**config.mk**
```make
export PLATFORM = sky130hd
export DESIGN_NAME = cgp_active_node_marker
export DESIGN_NICKNAME = d
export VERILOG_FILES = /design/src/design/anm_pkg.sv /design/src/design/cgp_active_node_marker.sv
export SDC_FILE = /design/constraint.sdc
export NUM_CORES = 2
export LEC_CHECK = 0
export BUFFER_PORTS_ARGS = -buffer_cell sky130_fd_sc_hd__buf_2
export CORE_AREA = 2 2 406 408
export DETAILED_ROUTE_END_ITERATION = 8
export DIE_AREA = 0 0 408 410
export PLACE_DENSITY = 0.75
export SLEW_MARGIN = 0
export SYNTH_ARGS = -nofsm -noshare
export SYNTH_HDL_FRONTEND = slang
export SYNTH_SLANG_ARGS = --single-unit
export TNS_END_PERCENT = 5
```
**constraint.sdc**
```tcl
create_clock -name clk_i -period 6.65 [get_ports clk_i]
set_input_delay 0.3325 -clock clk_i [delete_from_list [all_inputs] [get_ports clk_i]]
set_output_delay 0.3325 -clock clk_i [all_outputs]
set_load 0.02 [all_outputs]
```
**src/design/anm_pkg.sv**
```systemverilog
// Shared constants for the active node marker: field widths, register indexes and reset values.
package anm_pkg;

  localparam int GENE_W      = 7;
  localparam int CNT_OUT_W   = 7;
  localparam int CFG_IDX_W   = 3;
  localparam int CFG_DATA_W  = 32;

  localparam int IN_CNT_W    = 6;
  localparam int NODE_CNT_W  = 7;
  localparam int OUT_CNT_W   = 5;
  localparam int GPN_W       = 3;
  localparam int ARITY_TBL_W = 32;

  localparam logic [CFG_IDX_W-1:0] REG_INPUT_COUNT    = 3'd0;
  localparam logic [CFG_IDX_W-1:0] REG_NODE_COUNT     = 3'd1;
  localparam logic [CFG_IDX_W-1:0] REG_OUTPUT_COUNT   = 3'd2;
  localparam logic [CFG_IDX_W-1:0] REG_GENES_PER_NODE = 3'd3;
  localparam logic [CFG_IDX_W-1:0] REG_ARITY_TABLE    = 3'd4;

  localparam logic [IN_CNT_W-1:0]    RST_INPUT_COUNT    = 6'd2;
  localparam logic [NODE_CNT_W-1:0]  RST_NODE_COUNT     = 7'd64;
  localparam logic [OUT_CNT_W-1:0]   RST_OUTPUT_COUNT   = 5'd1;
  localparam logic [GPN_W-1:0]       RST_GENES_PER_NODE = 3'd3;
  localparam logic [ARITY_TBL_W-1:0] RST_ARITY_TABLE    = 32'hAAAA_AAAA;

endpackage

```
**src/design/cgp_active_node_marker.sv**
```systemverilog
// Active node marker: stores a graph chromosome gene by gene and reports its active nodes.
//
// Usage: genes arrive on the input channel (in_valid_i / in_stall_o), one word per gene,
// the final gene flagged by last_gene_i. Genes are taken one per cycle while loading. After
// the final gene the block stalls its input while one sequencer and one gene store read
// port do the work: first it reads back each output gene to mark its target, then it scans
// from the highest node address down, passing over an unused node and, for a used one,
// reading its function gene, then one store word per followed connection. Results then
// leave on the output channel (out_valid_o / out_stall_i), one word per active node in
// ascending address order, each carrying the total count; the final word has last_result_o
// set. A chromosome with no active node gives a single word with none_active_o set.
// The emit pass walks one node address per cycle from the first node to the last active one.
// The output register decouples the receiver: a stalled result holds, the walk pauses, and
// the input is taken again as soon as the final result sits in the output register.
// Configuration (cfg_we_i, cfg_index_i, cfg_data_i) is to be written by the user only while
// idle; the block itself does not enforce this. Reset restores the register defaults and
// clears the used map and all control state; the gene store is not cleared and needs no pass.
module cgp_active_node_marker #(
  parameter int MAX_NODES          = 64,
  parameter int MAX_INPUTS         = 32,
  parameter int MAX_GENES_PER_NODE = 4,
  parameter int MAX_OUTPUTS        = 16
) (
  input  logic                              clk_i,
  input  logic                              rst_ni,
  input  logic                              cfg_we_i,
  input  logic [anm_pkg::CFG_IDX_W-1:0]     cfg_index_i,
  input  logic [anm_pkg::CFG_DATA_W-1:0]    cfg_data_i,
  input  logic                              in_valid_i,
  output logic                              in_stall_o,
  input  logic [anm_pkg::GENE_W-1:0]        gene_i,
  input  logic                              last_gene_i,
  output logic                              out_valid_o,
  input  logic                              out_stall_i,
  output logic [anm_pkg::GENE_W-1:0]        node_address_o,
  output logic [anm_pkg::CNT_OUT_W-1:0]     active_count_o,
  output logic                              none_active_o,
  output logic                              last_result_o
);

  localparam int GeneW     = anm_pkg::GENE_W;
  localparam int StoreD    = MAX_NODES * MAX_GENES_PER_NODE + MAX_OUTPUTS;
  localparam int SAW       = $clog2(StoreD);
  localparam int PW        = $clog2(StoreD + 1);
  localparam int MapD      = MAX_INPUTS + MAX_NODES;
  localparam int MAW       = $clog2(MapD);
  localparam int AW        = $clog2(MapD + 1);
  localparam int CW        = (AW > GeneW) ? AW : GeneW;
  localparam int GW        = $clog2(MAX_GENES_PER_NODE + 1);
  localparam int OW        = $clog2(MAX_OUTPUTS + 1);
  localparam int CNW       = $clog2(MAX_NODES + 1);

  localparam logic [2:0] S_LOAD      = 3'd0;
  localparam logic [2:0] S_OUT       = 3'd1;
  localparam logic [2:0] S_SCAN_CHK  = 3'd2;
  localparam logic [2:0] S_SCAN_FN   = 3'd3;
  localparam logic [2:0] S_SCAN_CONN = 3'd4;
  localparam logic [2:0] S_EMIT      = 3'd5;

  // configuration
  logic [anm_pkg::IN_CNT_W-1:0]    input_count_q;
  logic [anm_pkg::NODE_CNT_W-1:0]  node_count_q;
  logic [anm_pkg::OUT_CNT_W-1:0]   output_count_q;
  logic [anm_pkg::GPN_W-1:0]       genes_per_node_q;
  logic [anm_pkg::ARITY_TBL_W-1:0] arity_table_q;

  // control
  logic [2:0]         state_q, state_d;
  logic [PW-1:0]      load_pos_q, load_pos_d;
  logic [PW-1:0]      len_q, len_d;
  logic [PW-1:0]      p_q, p_d;
  logic [AW-1:0]      a_q, a_d;
  logic [1:0]         j_q, j_d;
  logic [1:0]         arity_q, arity_d;
  logic [CNW-1:0]     cnt_q, cnt_d;
  logic [CNW-1:0]     k_q, k_d;
  logic [MapD-1:0]    map_q, map_d;
  logic               rd_mark_q, rd_mark_d;
  logic               out_vld_q, out_vld_d;

  // payload
  logic [GeneW-1:0]   rd_data_q;
  logic [GeneW-1:0]   out_addr_q, out_addr_d;
  logic [CNW-1:0]     out_cnt_q, out_cnt_d;
  logic               out_none_q, out_none_d;
  logic               out_last_q, out_last_d;

  logic [GeneW-1:0]   store_mem [StoreD];

  // derived config and datapath
  logic [AW-1:0]      ni, nn, limit, naddr, nidx;
  logic [OW-1:0]      no;
  logic [GW-1:0]      gpn, conns;
  logic [PW-1:0]      first;
  logic [SAW-1:0]     base, rd_addr;
  logic               rd_en, st_we, in_acc, out_free;
  logic               mark_set, mark_new, used;
  logic [MAW-1:0]     mark_idx;
  logic [1:0]         ar_raw, ar_sat;

  always_comb begin
    ni    = (input_count_q > MAX_INPUTS) ? AW'(MAX_INPUTS) : AW'(input_count_q);
    nn    = (node_count_q > MAX_NODES) ? AW'(MAX_NODES) : AW'(node_count_q);
    limit = ni + nn;
    no    = (output_count_q > MAX_OUTPUTS) ? OW'(MAX_OUTPUTS) : OW'(output_count_q);
    if (genes_per_node_q < 3'd2) begin
      gpn = GW'(2);
    end else if (genes_per_node_q > MAX_GENES_PER_NODE) begin
      gpn = GW'(MAX_GENES_PER_NODE);
    end else begin
      gpn = GW'(genes_per_node_q);
    end
    conns = gpn - 1'b1;
    naddr = a_q - 1'b1;
    nidx  = naddr - ni;
    base  = SAW'(SAW'(nidx) * SAW'(gpn));
    len_d = (load_pos_q < PW'(StoreD)) ? PW'(load_pos_q + 1'b1) : load_pos_q;
    first = (len_d > PW'(no)) ? PW'(len_d - PW'(no)) : '0;
  end

  // marking of a gene read back from the store
  always_comb begin
    mark_idx = rd_data_q[MAW-1:0];
    mark_set = rd_mark_q && (CW'(rd_data_q) < CW'(limit));
    mark_new = mark_set && !map_q[mark_idx] && (CW'(rd_data_q) >= CW'(ni));
    used     = map_q[naddr[MAW-1:0]] || (mark_set && (CW'(rd_data_q) == CW'(naddr)));
    ar_raw   = arity_table_q[{rd_data_q[3:0], 1'b0} +: 2];
    if (rd_data_q[GeneW-1:4] != '0) begin
      ar_sat = 2'd0;
    end else if (GW'(ar_raw) > conns) begin
      ar_sat = 2'(conns);
    end else begin
      ar_sat = ar_raw;
    end
  end

  assign in_stall_o = (state_q != S_LOAD);
  assign in_acc     = in_valid_i && !in_stall_o;
  assign st_we      = in_acc && (load_pos_q < PW'(StoreD));
  assign out_free   = !out_vld_q || !out_stall_i;

  always_comb begin
    state_d    = state_q;
    load_pos_d = load_pos_q;
    p_d        = p_q;
    a_d        = a_q;
    j_d        = j_q;
    arity_d    = arity_q;
    cnt_d      = cnt_q;
    k_d        = k_q;
    map_d      = map_q;
    rd_mark_d  = 1'b0;
    rd_en      = 1'b0;
    rd_addr    = '0;
    out_vld_d  = out_vld_q && out_stall_i;
    out_addr_d = out_addr_q;
    out_cnt_d  = out_cnt_q;
    out_none_d = out_none_q;
    out_last_d = out_last_q;

    if (mark_set) begin
      map_d[mark_idx] = 1'b1;
    end
    if (mark_new) begin
      cnt_d = CNW'(cnt_q + 1'b1);
    end

    case (state_q)
      S_LOAD: begin
        if (in_acc) begin
          load_pos_d = len_d;
          if (last_gene_i) begin
            load_pos_d = '0;
            map_d      = '0;
            cnt_d      = '0;
            p_d        = first;
            state_d    = S_OUT;
          end
        end
      end
      S_OUT: begin
        if (p_q < len_q) begin
          rd_en     = 1'b1;
          rd_addr   = p_q[SAW-1:0];
          rd_mark_d = 1'b1;
          p_d       = PW'(p_q + 1'b1);
        end else begin
          a_d     = limit;
          state_d = S_SCAN_CHK;
        end
      end
      S_SCAN_CHK: begin
        if (a_q > ni) begin
          if (used) begin
            rd_en   = 1'b1;
            rd_addr = SAW'(base + SAW'(conns));
            state_d = S_SCAN_FN;
          end else begin
            a_d = naddr;
          end
        end else begin
          a_d     = ni;
          k_d     = '0;
          state_d = S_EMIT;
        end
      end
      S_SCAN_FN: begin
        arity_d = ar_sat;
        j_d     = '0;
        state_d = S_SCAN_CONN;
      end
      S_SCAN_CONN: begin
        if (j_q < arity_q) begin
          rd_en     = 1'b1;
          rd_addr   = SAW'(base + SAW'(j_q));
          rd_mark_d = 1'b1;
          j_d       = j_q + 1'b1;
        end else begin
          a_d     = naddr;
          state_d = S_SCAN_CHK;
        end
      end
      S_EMIT: begin
        if (cnt_q == '0) begin
          if (out_free) begin
            out_vld_d  = 1'b1;
            out_addr_d = '0;
            out_cnt_d  = '0;
            out_none_d = 1'b1;
            out_last_d = 1'b1;
            state_d    = S_LOAD;
          end
        end else if (map_q[a_q[MAW-1:0]]) begin
          if (out_free) begin
            out_vld_d  = 1'b1;
            out_addr_d = GeneW'(a_q);
            out_cnt_d  = cnt_q;
            out_none_d = 1'b0;
            out_last_d = (CNW'(k_q + 1'b1) == cnt_q);
            k_d        = CNW'(k_q + 1'b1);
            a_d        = AW'(a_q + 1'b1);
            if (CNW'(k_q + 1'b1) == cnt_q) begin
              state_d = S_LOAD;
            end
          end
        end else begin
          a_d = AW'(a_q + 1'b1);
        end
      end
      default: begin
        state_d = S_LOAD;
      end
    endcase
  end

  always_ff @(posedge clk_i or negedge rst_ni) begin
    if (!rst_ni) begin
      input_count_q    <= anm_pkg::RST_INPUT_COUNT;
      node_count_q     <= anm_pkg::RST_NODE_COUNT;
      output_count_q   <= anm_pkg::RST_OUTPUT_COUNT;
      genes_per_node_q <= anm_pkg::RST_GENES_PER_NODE;
      arity_table_q    <= anm_pkg::RST_ARITY_TABLE;
    end else if (cfg_we_i) begin
      case (cfg_index_i)
        anm_pkg::REG_INPUT_COUNT:    input_count_q    <= cfg_data_i[anm_pkg::IN_CNT_W-1:0];
        anm_pkg::REG_NODE_COUNT:     node_count_q     <= cfg_data_i[anm_pkg::NODE_CNT_W-1:0];
        anm_pkg::REG_OUTPUT_COUNT:   output_count_q   <= cfg_data_i[anm_pkg::OUT_CNT_W-1:0];
        anm_pkg::REG_GENES_PER_NODE: genes_per_node_q <= cfg_data_i[anm_pkg::GPN_W-1:0];
        anm_pkg::REG_ARITY_TABLE:    arity_table_q    <= cfg_data_i[anm_pkg::ARITY_TBL_W-1:0];
        default: ;
      endcase
    end
  end

  always_ff @(posedge clk_i or negedge rst_ni) begin
    if (!rst_ni) begin
      state_q    <= S_LOAD;
      load_pos_q <= '0;
      len_q      <= '0;
      p_q        <= '0;
      a_q        <= '0;
      j_q        <= '0;
      arity_q    <= '0;
      cnt_q      <= '0;
      k_q        <= '0;
      map_q      <= '0;
      rd_mark_q  <= 1'b0;
      out_vld_q  <= 1'b0;
    end else begin
      state_q    <= state_d;
      load_pos_q <= load_pos_d;
      if (in_acc && last_gene_i) begin
        len_q <= len_d;
      end
      p_q        <= p_d;
      a_q        <= a_d;
      j_q        <= j_d;
      arity_q    <= arity_d;
      cnt_q      <= cnt_d;
      k_q        <= k_d;
      map_q      <= map_d;
      rd_mark_q  <= rd_mark_d;
      out_vld_q  <= out_vld_d;
    end
  end

  always_ff @(posedge clk_i) begin
    out_addr_q <= out_addr_d;
    out_cnt_q  <= out_cnt_d;
    out_none_q <= out_none_d;
    out_last_q <= out_last_d;
  end

  // gene store, one write and one registered read port
  always_ff @(posedge clk_i) begin
    if (st_we) begin
      store_mem[load_pos_q[SAW-1:0]] <= gene_i;
    end
    if (rd_en) begin
      rd_data_q <= store_mem[rd_addr];
    end
  end

  assign out_valid_o    = out_vld_q;
  assign node_address_o = out_addr_q;
  assign active_count_o = anm_pkg::CNT_OUT_W'(out_cnt_q);
  assign none_active_o  = out_none_q;
  assign last_result_o  = out_last_q;

  a_mark_src: assert property (@(posedge clk_i) disable iff (!rst_ni)
    rd_mark_q |-> ($past(state_q) == S_OUT || $past(state_q) == S_SCAN_CONN))
    else $error("mark pending without a gene read");

  a_cnt_max: assert property (@(posedge clk_i) disable iff (!rst_ni)
    cnt_q <= CNW'(MAX_NODES))
    else $error("active count above node maximum");

  a_empty_word: assert property (@(posedge clk_i) disable iff (!rst_ni)
    (out_vld_q && out_none_q) |-> (out_last_q && out_cnt_q == '0))
    else $error("empty result not final or has count");

  a_emit_k: assert property (@(posedge clk_i) disable iff (!rst_ni)
    (state_q == S_EMIT && cnt_q != '0) |-> (k_q < cnt_q))
    else $error("emit index past active count");

  a_load_pos: assert property (@(posedge clk_i) disable iff (!rst_ni)
    (state_q != S_LOAD) |-> (load_pos_q == '0 && len_q <= PW'(StoreD)))
    else $error("load position not rewound after last gene");

endmodule
```
# After elaboration in Yosys (flattened, before gate mapping)
# Memories as Yosys holds them, arrays and structs flattened. A register that Yosys moved wholly into a read port is not among the register bits.
# Cells that the tools add are included.
# totals
regBits,222
ramBits,1904
in_bits,48
out_inout_bits,18
elab_cells,209
mem_count,1
# mem_list
name,depth,word_bits,rd,rd_ports_with_merged_regs,write_ports,line_no,text
store_mem,272,7,1,1,1,cgp_active_node_marker.sv:88,logic [GeneW-1:0] store_mem [StoreD];
# classes
n_addsub,13
multipliers,1
order_cmp,17
n_eq_ne,29
n_shift,1
mux,88
n_bitwise,1
n_reduce_logical,37
# op_table
cell,count
96-bit two-way mux,4
7-bit two-way mux,23
96-bit OR,1
9-bit two-way mux,10
3-bit two-way mux,13
32-bit by 6-bit variable part select with 2-bit output,1
7-bit case mux with 4 select lines,1
9-bit case mux with 3 select lines,1
7-bit by 8-bit less-than comparator with 1-bit output (second input constant),3
2-bit inequality test (second input constant),12
7-bit by 1-bit adder with 7-bit output (second input constant),3
1-bit binary-select mux with 7-bit select,3
1-bit two-way mux,21
9-bit by 1-bit adder with 9-bit output (second input constant),2
3-bit inequality test (second input constant),6
3-bit case mux with 6 select lines,1
9-bit case mux with 2 select lines,1
7-bit == test,2
7-bit case mux with 2 select lines,1
2-bit AND reduction,7
3-bit by 2-bit == test with 1-bit output (second input constant),4
9-bit by 2-bit adder with 9-bit output,1
9-bit by 3-bit adder with 9-bit output,1
3-bit == test (second input constant),3
other kinds (41),62

# Logic depth before layout (Yosys ltp)
# logic_depth
word_depth,11
ltp_mapped,31
ltp_nobuf,27

# Least setup slack after synthesis
# Ideal clock, no wire load.
# synth_path
kind,flip-flop to flip-flop
startpoint,register a_q[1]
endpoint,"register rd_data_q[4], in the netlist mark_idx[4], read port of store_mem (data pin)"
setup_time_ps,180
arrival_ps,6485
required_ps,6470
slack_ps,-15
stages_incl_launch_ff,28
path_buffers,4
cell_sequence,dfrtp_1 buf_2 buf_1 inv_1 ha_1 xor2_4 buf_6 buf_6 ha_1 xor2_1 nand2_1 fa_1 inv_1 ha_1 fa_1 a21o_1 a21oi_1 xnor2_1 and3_1 and2_1 nand2_1 xnor2_1 a22oi_1 nand2_2 nor2_1 o21ai_0 o21bai_1 o311ai_1
# synth_via
elab_chain_len,7
word_cells_on_any_way,18
classes_between,add/sub: 4; mul: 1; order compare: 1; eq/ne: 1; mux: 9; reduce/logical: 2
# synth_lines
element,line_no,text
start: declaration,cgp_active_node_marker.sv:72,"logic [AW-1:0] a_q, a_d;"
start signal: assignment,cgp_active_node_marker.sv:281,a_q <= '0;
start signal: assignment,cgp_active_node_marker.sv:296,a_q <= a_d;
7-bit by 1-bit subtractor with 7-bit output,cgp_active_node_marker.sv:114,naddr = a_q - 1'b1;
"7-bit by 6-bit subtractor with 7-bit output, or another cell as far along",cgp_active_node_marker.sv:115,nidx = naddr - ni;
"7-bit by 3-bit multiplier with 9-bit output, or another cell as far along",cgp_active_node_marker.sv:116,base = SAW'(SAW'(nidx) * SAW'(gpn));
9-bit by 3-bit adder with 9-bit output or 1-bit logical OR (tied branches),"cgp_active_node_marker.sv:196, cgp_active_node_marker.sv:126",
9-bit two-way mux or 1-bit two-way mux (tied branches),cgp_active_node_marker.sv:194,if (used) begin
9-bit two-way mux or 1-bit two-way mux (tied branches),cgp_active_node_marker.sv:193,if (a_q > ni) begin
9-bit case mux with 3 select lines or 1-bit case mux with 3 select lines (tied branches),cgp_active_node_marker.sv:168,case (state_q)
end: declaration,cgp_active_node_marker.sv:82,logic [GeneW-1:0] rd_data_q;
# Parallel ways exist; a longest one is shown, timed or not. The select of a mux whose other input is x is not followed.
# A chain may end at the register's enable or synchronous reset.

# Worst setup path after layout
# layout_path
startpoint,register input_count_q[5] (netlist name)
endpoint,"register rd_data_q[4], in the netlist mark_idx[4], read port of store_mem (data pin)"
# layout_via
elab_chain_len,10
word_cells_on_any_way,19
classes_between,add/sub: 4; mul: 1; order compare: 3; mux: 8; reduce/logical: 3
# layout_lines
element,line_no,text
start: declaration,cgp_active_node_marker.sv:61,logic [anm_pkg::IN_CNT_W-1:0] input_count_q;
start signal: assignment,cgp_active_node_marker.sv:258,input_count_q <= anm_pkg::RST_INPUT_COUNT;
start signal: assignment,cgp_active_node_marker.sv:265,anm_pkg::REG_INPUT_COUNT: input_count_q <= cfg_data_i[anm_pkg::IN_CNT_W-1:0];
6-bit > comparator,cgp_active_node_marker.sv:102,ni = (input_count_q > MAX_INPUTS) ? AW'(MAX_INPUTS) : AW'(input_count_q);
6-bit two-way mux (*),cgp_active_node_marker.sv:102,
branches (longest 8 deep; another with 7-bit by 3-bit multiplier with 9-bit output),--,
# Mark *: on every way between the ends.

==> qor.yml <==
status: "complete, no violations"
p_switching_mw: 20.0
grt_pass1_vias: 60991
final_area_um2: 103000
grt_max_degree: 171
seq_area_frac_synth_pct: 68.4
clkLatencyLatePin_ns: 0.91
hold_class: "in2reg"
die_area_um2: 167000
power.density_nw_per_um2: 471
worstPathRequired_ns: 7.29
rr_startpoint: "input_count_q[5]"
clkPwrFrac_pct: 24.6
vias_per_cell: 6.54
slew_headroom_pct: 16.1
final_cells: 9863
max_cap_viol_count: 0
netSwitchingFraction_pct: 41.2
clockRootBuffer: "clkbuf_16"
fin_skew_ns: 0.0850
die_height_um: 410
die_w_um: 408
dpl.hpwl_um: 176000
layout-drive-gt1-share_pct: 11.5
fin_crit_sh_pct: 98.9
p_leak_nw: 37.0
vias: 64499
async_reset_ff_share_pct: 9.66
fmax_ghz: 0.152
power_frac_seq_pct: 32.2
setup_slack_ns: 0.0724
yosysWarnings: 0
tightest_slew_ns: 1.25
antenna_found_initial: 9
cts_sinks: 2133
hold_start: "gene_i[5]"
initial_utilization_pct: 56.3
io_pins: 66
reg2reg_setup_slack_ns: 0.07
cp_max_fo: 46
finalSetupViolCount: 0
synth_common_cells: "edfxtp_1 (1927), nand2_1 (1660), nand3_1 (765)"
grt_overflow_total: 0
htree_levels: 4
slew_viol_final: 0
fin_nets: 7612
reg2reg_depth: 26
clockBufferDepth: 3
grt_pass1_wl_um: 411000
ir_drop_uv: 398
arrival_ns: 7.22
finalWirelength_um: 284000
drt-initial-drc-count: 10583
start_kind: "register"
synth_edf_count: 1927
critical_path_class: "reg2reg"
antenna_left: 0
placed_area_um2: 95600
hold_depth: 1
syn-cell-area_um2: 92100
cts.clk_slew.worst_paths_ns: 0.07
internal-power_mw: 28.5
postSynthCellCount: 7364
synthTopCellsByArea: "edfxtp_1 (63%), nand2_1 (6.8%), dfrtp_1 (5.0%)"
gp_congestion: 0.970
synth_flop_cell: "edfxtp_1"
yosysMostFrequentCell: "edfxtp_1"
synth.distinct_cells: 106
cp-end-kind: "register"
cts_tree: "done"
crit_start: "input_count_q[5]"
yosysTopAreaCellShare_pct: 62.8
wire_per_inst_um: 28.8
area_growth_pct: 12.0
ys_ff_latch: 2133
p_comb_share_pct: 43.3
fin_crit_ns: 6.58
coreArea_um2: 163000
detailedRoute.firstPassIterationCount: 7
synth_top_cell_by_area: "edfxtp_1"
numCtsBuffers: 204
row_count: 149
pre_cts_slack_ns: -0.0587
avgSynthCellArea_um2: 12.5
hold_viol_final: 0
rsz0062_at_grt: "true"
synth_nets: 7492
placed_cells: 9414
grt_usage_pct: 33.4
drc: 0
numPortBuffers: 65
## state kept, by name, summed over array words and instances (netlist names), 2 cells and up
| signal | cells |
|---|---|
| a_q | 7 |
| active_count_o | 7 |
| arity_q | 2 |
| arity_table_q | 32 |
| cnt_q | 7 |
| genes_per_node_q | 3 |
| input_count_q | 6 |
| j_q | 2 |
| k_q | 7 |
| len_q | 9 |
| load_pos_q | 9 |
| map_q | 96 |
| mark_idx | 7 |
| node_address_o | 7 |
| node_count_q | 7 |
| output_count_q | 5 |
| p_q | 9 |
| state_q | 3 |
| store_mem | 1904 |
## routing by layer
layer  share of wire (%)  track usage, %  up-vias
met5               0.020               0        -
met4                 5.8            17.3        8
met3                  13            8.37      855
met2                  45            51.0     4687
met1                  36            44.5    31671
li1                    -               -    27278
## cells by family (layout without fill, tap and decap cells)
logic type	Yosys count	after routing	synth area share (%)
buf+inv	546	840	2.94
compound gates	877	877	6.30
mux	380	380	4.96
fa+ha+maj	80	80	1.18
flops	2133	2133	68.4
xor+xnor	84	84	0.887
simple gates	3263	3263	15.3
other cells	1	17	0.00407
## through the flow
stage | power (mW) | setup TNS (ns) | hold slack (ns) | utilization, %
6_report | 48.5 | 0 | 0.0331 | 63.1
5_1_grt | 50.0 | -0.0301 | 0.0482 | 63.1
4_1_cts | 47.7 | 0 | 0.00181 | 63.0
3_5_place_dp | 35.9 | -0.0730 | 0.360 | 58.5
3_3_place_gp | 35.7 | -0.0626 | 0.358 | 58.5
2_1_floorplan | 28.3 | 0 | 0.0369 | -
## cells in the final DEF, fill, tap and decap left out, types with 22 or more instances in the layout
master            n
dlygate4sd3_1    46
mux2i_1         255
buf_4           235
nand2_1        1659
inv_1            57
nor2b_1          24
edfxtp_1       1927
and3_1           87
a311oi_1         27
mux4_2           54
mux2_2           70
clkinv_2         46
clkbuf_1         40
buf_12           48
o211ai_1         22
ha_1             69
nor2_1          503
nand3_1         763
xnor2_1          56
a221oi_1         27
a22oi_1          42
a32oi_1          49
clkbuf_16       205
dfrtp_1         184
o21ai_0         109
a31oi_1          81
bufinv_16        23
clkinv_1         36
buf_2            58
a21oi_1         296
nor3_1           25
nand4_1          74
## worst max-delay path: stages, from the launching register on
cell and delay (ns):
dfrtp_1 0.40, inv_1 0.07, buf_4 0.17, nand2_1 0.21, inv_1 0.07, ha_1 0.32
nor2b_1 0.14, o21ai_0 0.15, nand2b_1 0.11, a21o_1 0.19, a21oi_1 0.17, xor2_1 0.35
ha_1 0.32, nand2_1 0.06, nand3b_1 0.11, a211o_1 0.30, a2bb2oi_2 0.14, and3_1 0.26
buf_4 0.21, o21ai_4 0.22, buf_12 0.22, buf_12 0.28, nand2_1 0.10, a32o_1 0.34
o31ai_1 0.88, o21bai_1 0.11, o311ai_1 0.43
## worst paths after layout
| path | to |
|---|---|
| min in group asynchronous | arity_table_q[24] |
| max | mark_idx[4] |
| max reg2reg | mark_idx[4] |
| min | store_mem[32][5] |
| max in group asynchronous | a_q[0] |
| min reg2reg | len_q[7] |
## final cells by class
cell class | count | area, um^2
Inverter | 63 | 236
Antenna cell | 16 | 40.0
Tap cell | 2189 | 2740
Fill cell | 11905 | 60300
Clock inverter | 130 | 1550
Clock buffer | 250 | 5340
Multi-Input combinational cell | 4685 | 26600
Sequential cell | 2133 | 63000
Timing Repair Buffer | 397 | 3640
## power by group through the flow
stage	Combinational [mW]	Sequential, mW	Clock, mW
2_1_floorplan	12.7	15.6	0
3_3_place_gp	19.8	15.8	0
3_5_place_dp	20.0	15.9	0
4_1_cts	20.2	15.6	11.9
5_1_grt	22.0	15.6	12.4
6_report	21.0	15.6	11.9
## repair_timing
action,CTS,global route
endpoints found under the setup margin,1,7
gates cloned,0,1
resized for setup,1,18
hold buffers,46,0
hold endpoints to repair,122,0
buffers inserted,0,6
pin swaps,0,4
No activity file was read; power rests on OpenSTA's default activity.
